### src/design/lsgh_pkg.sv
// Shared types and codes of the LCD scan gray history block.
package lsgh_pkg;

  localparam int ADDR_W    = 20;
  localparam int LINE_W    = 6;
  localparam int COL_W     = 8;
  localparam int LANES     = 4;
  localparam logic [ADDR_W-1:0] LINE_STEP = 20'h00022;
  localparam logic [ADDR_W-1:0] SKIP_STEP = 20'h00002;

  typedef enum logic [1:0] {
    KIND_FETCH = 2'd0,
    KIND_GROUP = 2'd1,
    KIND_NONE  = 2'd2
  } lsgh_kind_t;

  typedef enum logic [2:0] {
    REG_SCREEN_BASE = 3'd0,
    REG_MENU_START  = 3'd1,
    REG_LINE_STRIDE = 3'd2,
    REG_MAIN_HEIGHT = 3'd3,
    REG_PIXEL_SHIFT = 3'd4
  } lsgh_reg_t;

  // One result word in flight, before the gray levels are known.
  typedef struct packed {
    lsgh_kind_t        kind;
    logic [ADDR_W-1:0] addr;
    logic [LINE_W-1:0] line;
    logic [COL_W-1:0]  col;
    logic [2:0]        cnt;
    logic [LANES-1:0]  cur;
    logic              gray_en;
    logic              line_done;
    logic              frame_done;
  } lsgh_item_t;

endpackage

### src/design/lsgh_scan.sv
// Scan sequencer: configuration registers, line and column state, store index.
module lsgh_scan #(
  parameter int LINE_PIXELS = 131,
  parameter int LINE_COUNT  = 64,
  parameter int IW          = 14
) (
  input  logic                     clk,
  input  logic                     rst_n,
  input  logic                     cfg_we,
  input  logic [2:0]               cfg_index,
  input  logic [19:0]              cfg_data,
  input  logic                     acc,
  input  logic                     mode,
  input  logic [3:0]               nibble,
  input  logic                     display_on,
  output lsgh_pkg::lsgh_item_t     item,
  output logic [IW-1:0]            idx
);
  import lsgh_pkg::*;

  localparam int LW   = (LINE_COUNT > 2) ? $clog2(LINE_COUNT) : 1;
  localparam int CW   = $clog2(LINE_PIXELS + 1);
  localparam int HW   = (LW > LINE_W) ? LW : LINE_W;

  logic [ADDR_W-1:0] screen_base_r, menu_start_r, line_stride_r;
  logic [5:0]        main_height_r;
  logic [2:0]        pixel_shift_r;

  logic [LW-1:0]     scan_line_r, scan_line_nxt;
  logic              menu_r, menu_nxt;
  logic [ADDR_W-1:0] line_addr_r, line_addr_nxt;
  logic              off_r, off_nxt;
  logic [CW-1:0]     column_r, column_nxt;
  logic [2:0]        nsk_r, nsk_nxt;
  logic [1:0]        phase_r, phase_nxt;
  logic              gray_en_r, gray_en_nxt;
  logic              active_r, active_nxt;
  logic              skip_r, skip_nxt;

  logic [1:0]        start;
  logic [2:0]        cnt4, cnt;
  logic [CW:0]       left_w, col_new;
  logic [3:0]        shifted;
  logic [ADDR_W-1:0] next_addr;
  logic [LW-1:0]     sl;
  logic              mn;
  logic [ADDR_W-1:0] la;
  logic [2:0]        nsk;

  assign idx = IW'(scan_line_r * LINE_PIXELS + column_r);

  always_comb begin
    scan_line_nxt = scan_line_r;
    menu_nxt      = menu_r;
    line_addr_nxt = line_addr_r;
    off_nxt       = off_r;
    column_nxt    = column_r;
    nsk_nxt       = nsk_r;
    phase_nxt     = phase_r;
    gray_en_nxt   = gray_en_r;
    active_nxt    = active_r;
    skip_nxt      = skip_r;
    item          = '0;
    item.kind     = KIND_NONE;
    sl            = scan_line_r;
    mn            = menu_r;
    la            = line_addr_r;
    nsk           = 3'd0;
    start         = (column_r == '0) ? nsk_r[1:0] : 2'd0;
    cnt4          = 3'd4 - {1'b0, start};
    left_w        = (CW+1)'(LINE_PIXELS) - {1'b0, column_r};
    cnt           = (left_w < (CW+1)'(cnt4)) ? 3'(left_w) : cnt4;
    col_new       = {1'b0, column_r} + (CW+1)'(cnt);
    shifted       = nibble >> start;
    next_addr     = line_addr_r + LINE_STEP + (nsk_r[2] ? SKIP_STEP : '0)
                    + (menu_r ? '0 : line_stride_r);
    if (!mode) begin
      if (!display_on) begin
        if (!off_r) begin
          off_nxt       = 1'b1;
          scan_line_nxt = '0;
        end
        active_nxt = 1'b0;
      end else begin
        if (off_r) begin
          off_nxt = 1'b0;
          sl      = '0;
          mn      = 1'b0;
          la      = screen_base_r;
        end
        nsk           = mn ? 3'd0 : pixel_shift_r;
        scan_line_nxt = sl;
        menu_nxt      = mn;
        line_addr_nxt = la;
        nsk_nxt       = nsk;
        skip_nxt      = nsk[2];
        column_nxt    = '0;
        active_nxt    = 1'b1;
        item.kind     = KIND_FETCH;
        item.addr     = la;
        item.line     = LINE_W'(sl);
      end
    end else if (!off_r && active_r) begin
      item.kind = KIND_GROUP;
      item.addr = line_addr_r;
      item.line = LINE_W'(scan_line_r);
      if (skip_r) begin
        skip_nxt = 1'b0;
      end else begin
        item.col     = COL_W'(column_r);
        item.cnt     = cnt;
        item.gray_en = gray_en_r;
        for (int k = 0; k < LANES; k++) begin
          item.cur[k] = shifted[k] && (3'(k) < cnt);
        end
        column_nxt = CW'(col_new);
        if (col_new >= (CW+1)'(LINE_PIXELS)) begin
          item.line_done  = 1'b1;
          item.frame_done = (scan_line_r == LW'(LINE_COUNT - 1));
          line_addr_nxt   = next_addr;
          if (HW'(scan_line_r) == HW'(main_height_r)) begin
            menu_nxt      = 1'b1;
            line_addr_nxt = menu_start_r;
          end
          scan_line_nxt = scan_line_r + 1'b1;
          phase_nxt     = phase_r;
          if (scan_line_r == LW'(LINE_COUNT - 1)) begin
            scan_line_nxt = '0;
            menu_nxt      = 1'b0;
            line_addr_nxt = screen_base_r;
            phase_nxt     = (phase_r >= 2'd2) ? 2'd0 : phase_r + 2'd1;
          end
          gray_en_nxt = (phase_nxt == 2'd0);
          active_nxt  = 1'b0;
        end
      end
    end
  end

  always_ff @(posedge clk) begin
    if (!rst_n) begin
      screen_base_r <= '0;
      menu_start_r  <= '0;
      line_stride_r <= '0;
      main_height_r <= 6'd63;
      pixel_shift_r <= '0;
      scan_line_r   <= '0;
      menu_r        <= 1'b0;
      line_addr_r   <= '0;
      off_r         <= 1'b0;
      column_r      <= '0;
      nsk_r         <= '0;
      phase_r       <= '0;
      gray_en_r     <= 1'b0;
      active_r      <= 1'b0;
      skip_r        <= 1'b0;
    end else begin
      if (cfg_we) begin
        unique case (cfg_index)
          REG_SCREEN_BASE: screen_base_r <= cfg_data;
          REG_MENU_START:  menu_start_r  <= cfg_data;
          REG_LINE_STRIDE: line_stride_r <= cfg_data;
          REG_MAIN_HEIGHT: main_height_r <= cfg_data[5:0];
          REG_PIXEL_SHIFT: pixel_shift_r <= cfg_data[2:0];
          default: ;
        endcase
      end
      if (acc) begin
        scan_line_r <= scan_line_nxt;
        menu_r      <= menu_nxt;
        line_addr_r <= line_addr_nxt;
        off_r       <= off_nxt;
        column_r    <= column_nxt;
        nsk_r       <= nsk_nxt;
        phase_r     <= phase_nxt;
        gray_en_r   <= gray_en_nxt;
        active_r    <= active_nxt;
        skip_r      <= skip_nxt;
      end
    end
  end
endmodule

### config.mk
export PLATFORM = sky130hd
export DESIGN_NAME = lsgh_scan
export DESIGN_NICKNAME = d
export VERILOG_FILES = /design/src/design/lsgh_pkg.sv /design/src/design/lsgh_scan.sv
export SDC_FILE = /design/constraint.sdc
export NUM_CORES = 1
export LEC_CHECK = 0
export BUFFER_PORTS_ARGS = -buffer_cell sky130_fd_sc_hd__buf_4
export CORE_ASPECT_RATIO = 0.8
export CORE_MARGIN = 1.5
export CORE_UTILIZATION = 30
export DETAILED_ROUTE_END_ITERATION = 7
export GPL_ROUTABILITY_DRIVEN = 0
export PLACE_DENSITY_LB_ADDON = 0.1
export SLEW_MARGIN = 0
export SYNTH_ARGS = -nofsm -noshare
export SYNTH_HDL_FRONTEND = slang
export SYNTH_SLANG_ARGS = --single-unit
### constraint.sdc
create_clock -name clk -period 5.4 [get_ports clk]
set_input_delay 0.27 -clock clk [delete_from_list [all_inputs] [get_ports clk]]
set_output_delay 0.27 -clock clk [all_outputs]
set_load 0.1 [all_outputs]
==> PnR_summary.wiki <==
{| class="wikitable"
! Metric !! Value
|-
| Die W || 182 µm
|-
| CTS tree || yes
|-
| Setup violation total in the final timing report || 0
|-
| Clock tree skew after final layout || 10.6 ps
|-
| Via count of the first global-routing pass || 7078
|-
| Number of inserted filler cells in the final layout || 2669
|-
| Detailed route wirelength on metal2 || 10500 µm
|-
| Routed wire length per instance || 18.4 µm
|-
| Final period utilization || 94.5%
|-
| Buffer type at the clock tree root || sky130_fd_sc_hd__clkbuf_16
|-
| RSZ-0062 raised after global routing || no
|-
| Vias after detailed routing || 7274
|-
| CP max stage cell || sky130_fd_sc_hd__fa_1
|-
| I/O pin total || 93
|-
| Mean post-synth cell area || 7.81 µm²
|-
| Dominant synthesized flop cell || sky130_fd_sc_hd__dfxtp_1
|-
| Post-route design area || 0.00945 mm²
|-
| Remaining DRCs || 0
|-
| Reported net switching power || 0.572 mW
|-
| Final Power || 2.36 mW
|-
| Syn. warnings || 0
|-
| Die boundary height || 146 µm
|-
| Area of the multi-input gates || 0.00509 mm²
|-
| Uppermost layer routed || met4
|-
| Minimum setup slack in the final design || 298 ps
|-
| Net count after synthesis || 1096
|-
| Area Growth Syn to Fin || 22.8%
|-
| Worst Path Arrival || 4830 ps
|-
| Sequential share of power || 36.7%
|-
| Total placed instance area || 0.00876 mm²
|-
| Nets || 1178
|-
| Setup Crit Path Kind || reg2out
|-
| Static leakage || 4.21 nW
|-
| Dominant delay contributor by cell family on the critical path || adder cells
|-
| Sort of element at the start of the critical path || flip-flop
|-
| # rows || 52
|-
| TritonCTS Buffers || 17
|-
| Post-route minimum period || 5100 ps
|-
| Summed instance area of the synthesized netlist || 0.00770 mm²
|-
| Global route total overflow || 0
|-
| Die area || 0.0266 mm²
|-
| Buffers and inverters on the worst path || 5
|-
| Max Slew Vio Count || 0
|-
| Maximum number of pins on one net before global-route repair || 92
|-
| Fraction of final layout cells with drive strength greater than 1 || 15.7%
|-
| Initial antenna violation count || 0
|-
| Sum of negative setup slack || 0 ps
|-
| Crit-path max FO || 9
|-
| Achievable Freq || 0.196 GHz
|-
| Length of routed wiring on met1 || 14100 µm
|-
| CP dominant cell by count || sky130_fd_sc_hd__inv_1
|-
| Critical Path End Type || output pin
|-
| Clock network fraction of total power || 54.5%
|-
| Number of synthesized register bits || 113
|-
| Number of cells in the design after placement || 1372
|-
| Drt pass-1 iters || 5
|-
| Effective utilization at floorplan || 30.5%
|-
| Antenna diode count || 0
|-
| Run status || finished clean
|-
| Comb pwr share || 8.9%
|-
| Post-route antenna net violation count || 0
|-
| # port buffers || 92
|-
| Number of sinks on the clock net || 113
|-
| Max IR drop VDD || 200 µV
|-
| Share of synthesized flip-flops with an asynchronous set or reset || 0%
|-
| Required time of the critical path || 5130 ps
|-
| Fraction of the yosys area taken by sequential cells || 29.4%
|-
| Area occupied by registers || 0.00226 mm²
|-
| Vias per inst || 5.18
|-
| Met3 wire length || 994 µm
|-
| Overall fraction of global-route tracks in use || 19.9%
|-
| Final standard cell count with taps included and fillers excluded || 1405
|-
| Cts hold-fix bufs || 0
|-
| Pwr Density || 250 mW/mm²
|-
| Clock-pin slew on the worst setup and hold paths || 60 ps
|-
| Synth Instances || 986
|-
| Pre-CTS setup slack || 203 ps
|-
| Initial DRC count || 357
|-
| Routed wire length || 25900 µm
|-
| Fraction of power spent switching nets || 24.2%
|-
| CTS H-tree lvls || 4
|-
| Cell-internal power || 1.79 mW
|-
| Max Root-Sink Buffers || 2
|-
| Count of flip-flops with a built-in enable after synthesis || 0
|-
| Delay of the slowest cell on the worst path || 400 ps
|-
| Worst Hold Class || in2reg
|-
| Slew at the pin closest to its max-slew limit || 1090 ps
|-
| Number of max-cap violations || 0
|-
| Total half-perimeter wirelength after legalization and detailed placement || 18300 µm
|-
| Global-route wire length before repair || 40900 µm
|-
| Critical path cell sequence || inv_1 -> ha_2 -> nand4_1 -> ha_1 -> inv_1 -> ha_1 -> o21ai_0 -> o211ai_1 -> nor2_1 -> inv_1 -> o21ai_2 -> ha_1 -> inv_1 -> fa_1 -> nor2b_2 -> nor3_1 -> o211a_1 -> o211a_1 -> nor4_4 -> buf_6
|-
| Relative slew slack || 27.5%
|-
| Number of hold-slack violations in the final timing report || 0
|-
| Placeable Area || 0.0252 mm²
|-
| Reg2reg setup slack || 430 ps
|-
| Count of unique library cells instantiated by Yosys || 69
|-
| Clock latency on the worst-skew pair || 430 ps
|}
[stage by stage]
stage	hold slack, ps	utilization (%)
floorplan	394	-
global placement	443	34.7
detailed placement	448	34.7
CTS	91.9	37.3
global route	97.5	37.4
finish	104	37.4
[worst reg2reg max path, stage by stage, from the launching register on]
cell                       delay, ps
sky130_fd_sc_hd__dfxtp_2         370
sky130_fd_sc_hd__inv_1           170
sky130_fd_sc_hd__ha_2            240
sky130_fd_sc_hd__nand4_1         130
sky130_fd_sc_hd__ha_1            330
sky130_fd_sc_hd__inv_1            40
sky130_fd_sc_hd__ha_1            260
sky130_fd_sc_hd__o21ai_0         170
sky130_fd_sc_hd__o211ai_1        150
sky130_fd_sc_hd__o21ai_0         150
sky130_fd_sc_hd__a21boi_1        330
sky130_fd_sc_hd__inv_1           140
sky130_fd_sc_hd__ha_1            340
sky130_fd_sc_hd__and3_1          190
sky130_fd_sc_hd__a32o_1          280
sky130_fd_sc_hd__o31ai_1         230
sky130_fd_sc_hd__o211a_1         340
sky130_fd_sc_hd__o21ai_2         110
sky130_fd_sc_hd__o21ai_1         530
sky130_fd_sc_hd__a32oi_1         210
sky130_fd_sc_hd__a21oi_1         160
[state kept, by name (all words and copies together) (netlist names)]
| register | flops |
|---|---|
| gray_en_r | 1 |
| menu_start_r | 20 |
| skip_r | 1 |
| column_r | 8 |
| off_r | 1 |
| active_r | 1 |
| main_height_r | 6 |
| pixel_shift_r | 3 |
| line_addr_r | 20 |
| scan_line_r | 6 |
| line_stride_r | 20 |
| menu_r | 1 |
| nsk_r | 3 |
| phase_r | 2 |
| screen_base_r | 20 |
[per-layer routing]
metal | global-route usage, % | vias to the layer above
met5 | 0 | -
met4 | 4.79 | 0
met3 | 3.69 | 22
met2 | 28.6 | 142
met1 | 30.3 | 3476
li1 | - | 3634
[cell type report]
class	instances	share of cell area (%)
Timing Repair Buffer	112	8.94
Sequential cell	113	23.9
Clock inverter	10	1.89
Multi-Input combinational cell	774	53.8
Tap cell	324	4.29
Clock buffer	22	5.12
Inverter	50	1.99
[cells by family after synthesis]
logic type | Yosys count | synth area share (%)
AO/OA/AOI/OAI | 278 | 24.7
AND/OR/NAND/NOR | 373 | 22.2
XOR/XNOR | 31 | 3.53
multiplexers | 15 | 2.02
flip-flops | 113 | 29.4
adder cells (fa/ha/maj) | 77 | 13.2
buffers and inverters | 99 | 4.94
[power by group through the flow]
stage | logic [mW] | clock network, mW | registers, mW
6_report | 0.209 | 1.29 | 0.866
5_1_grt | 0.229 | 1.34 | 0.868
4_1_cts | 0.210 | 1.30 | 0.865
3_5_place_dp | 0.209 | 0 | 0.883
3_3_place_gp | 0.209 | 0 | 0.883
2_1_floorplan | 0.134 | 0 | 0.876
[worst paths after layout]
| kind | from | endpoint | cells past startpoint |
|---|---|---|---|
| worst max-delay path | column_r[3]$_SDFFE_PN0P_ | item[0] | 20 |
| worst min-delay path | cfg_data[3] | main_height_r[3]$_SDFFE_PN1P_ | 3 |
| worst max register to register | column_r[3]$_SDFFE_PN0P_ | line_addr_r[13]$_SDFFE_PN0P_ | 20 |
| worst min register to register | menu_start_r[4]$_SDFFE_PN0P_ | menu_start_r[4]$_SDFFE_PN0P_ | 2 |
[layout by cell type (no fill, tap or decap), types with 4 or more instances in the layout]
| master | instances |
|---|---|
| sky130_fd_sc_hd__a21boi_0 | 42 |
| sky130_fd_sc_hd__a21o_1 | 17 |
| sky130_fd_sc_hd__a21oi_1 | 72 |
| sky130_fd_sc_hd__a22o_1 | 23 |
| sky130_fd_sc_hd__a22oi_1 | 7 |
| sky130_fd_sc_hd__a31o_2 | 5 |
| sky130_fd_sc_hd__a31oi_1 | 10 |
| sky130_fd_sc_hd__and2_1 | 15 |
| sky130_fd_sc_hd__and3_1 | 7 |
| sky130_fd_sc_hd__buf_4 | 111 |
| sky130_fd_sc_hd__bufinv_16 | 5 |
| sky130_fd_sc_hd__clkbuf_16 | 17 |
| sky130_fd_sc_hd__clkbuf_8 | 4 |
| sky130_fd_sc_hd__clkinv_2 | 4 |
| sky130_fd_sc_hd__dfxtp_1 | 112 |
| sky130_fd_sc_hd__fa_1 | 7 |
| sky130_fd_sc_hd__ha_1 | 69 |
| sky130_fd_sc_hd__inv_1 | 49 |
| sky130_fd_sc_hd__mux2_2 | 4 |
| sky130_fd_sc_hd__mux2i_1 | 11 |
| sky130_fd_sc_hd__nand2_1 | 194 |
| sky130_fd_sc_hd__nand2b_1 | 8 |
| sky130_fd_sc_hd__nand3_1 | 31 |
| sky130_fd_sc_hd__nand4_1 | 6 |
| sky130_fd_sc_hd__nor2_1 | 50 |
| sky130_fd_sc_hd__nor2b_1 | 29 |
| sky130_fd_sc_hd__nor3_1 | 11 |
| sky130_fd_sc_hd__o21a_1 | 8 |
| sky130_fd_sc_hd__o21ai_0 | 36 |
| sky130_fd_sc_hd__o21bai_1 | 5 |
| sky130_fd_sc_hd__o22ai_1 | 10 |
| sky130_fd_sc_hd__xnor2_1 | 20 |
| sky130_fd_sc_hd__xor2_1 | 11 |
[timing repair]
item                       in CTS  in global routing
pin swaps                       0                  1
gates cloned                    0                  0
setup endpoints to repair       1                 28
buffers inserted                0                  1
resized for setup               1                  9
[synth_stat cells, drive strengths merged (4+ instances only)]
master | n | area share [%]
nor3 | 12 | 0.78
ha | 70 | 11
o21bai | 5 | 0.49
clkbuf | 40 | 2.0
a21boi | 43 | 4.2
mux2i | 11 | 1.4
nand3 | 31 | 2.0
nand4 | 6 | 0.49
mux2 | 4 | 0.59
a22o | 23 | 2.6
and2 | 15 | 1.2
a21oi | 72 | 4.7
a22oi | 7 | 0.68
xnor2 | 20 | 2.3
a21o | 17 | 1.7
fa | 7 | 1.8
and3 | 7 | 0.57
o22ai | 10 | 0.81
a31oi | 10 | 0.81
a31o | 5 | 0.57
nand2b | 8 | 0.65
xor2 | 11 | 1.3
nor2b | 31 | 2.6
inv | 49 | 2.4
o21ai | 42 | 2.8
nor2 | 50 | 2.4
nand2 | 194 | 9.5
buf | 9 | 0.55
dfxtp | 113 | 29
o21a | 8 | 0.78
(Power assumes the default switching activity.)
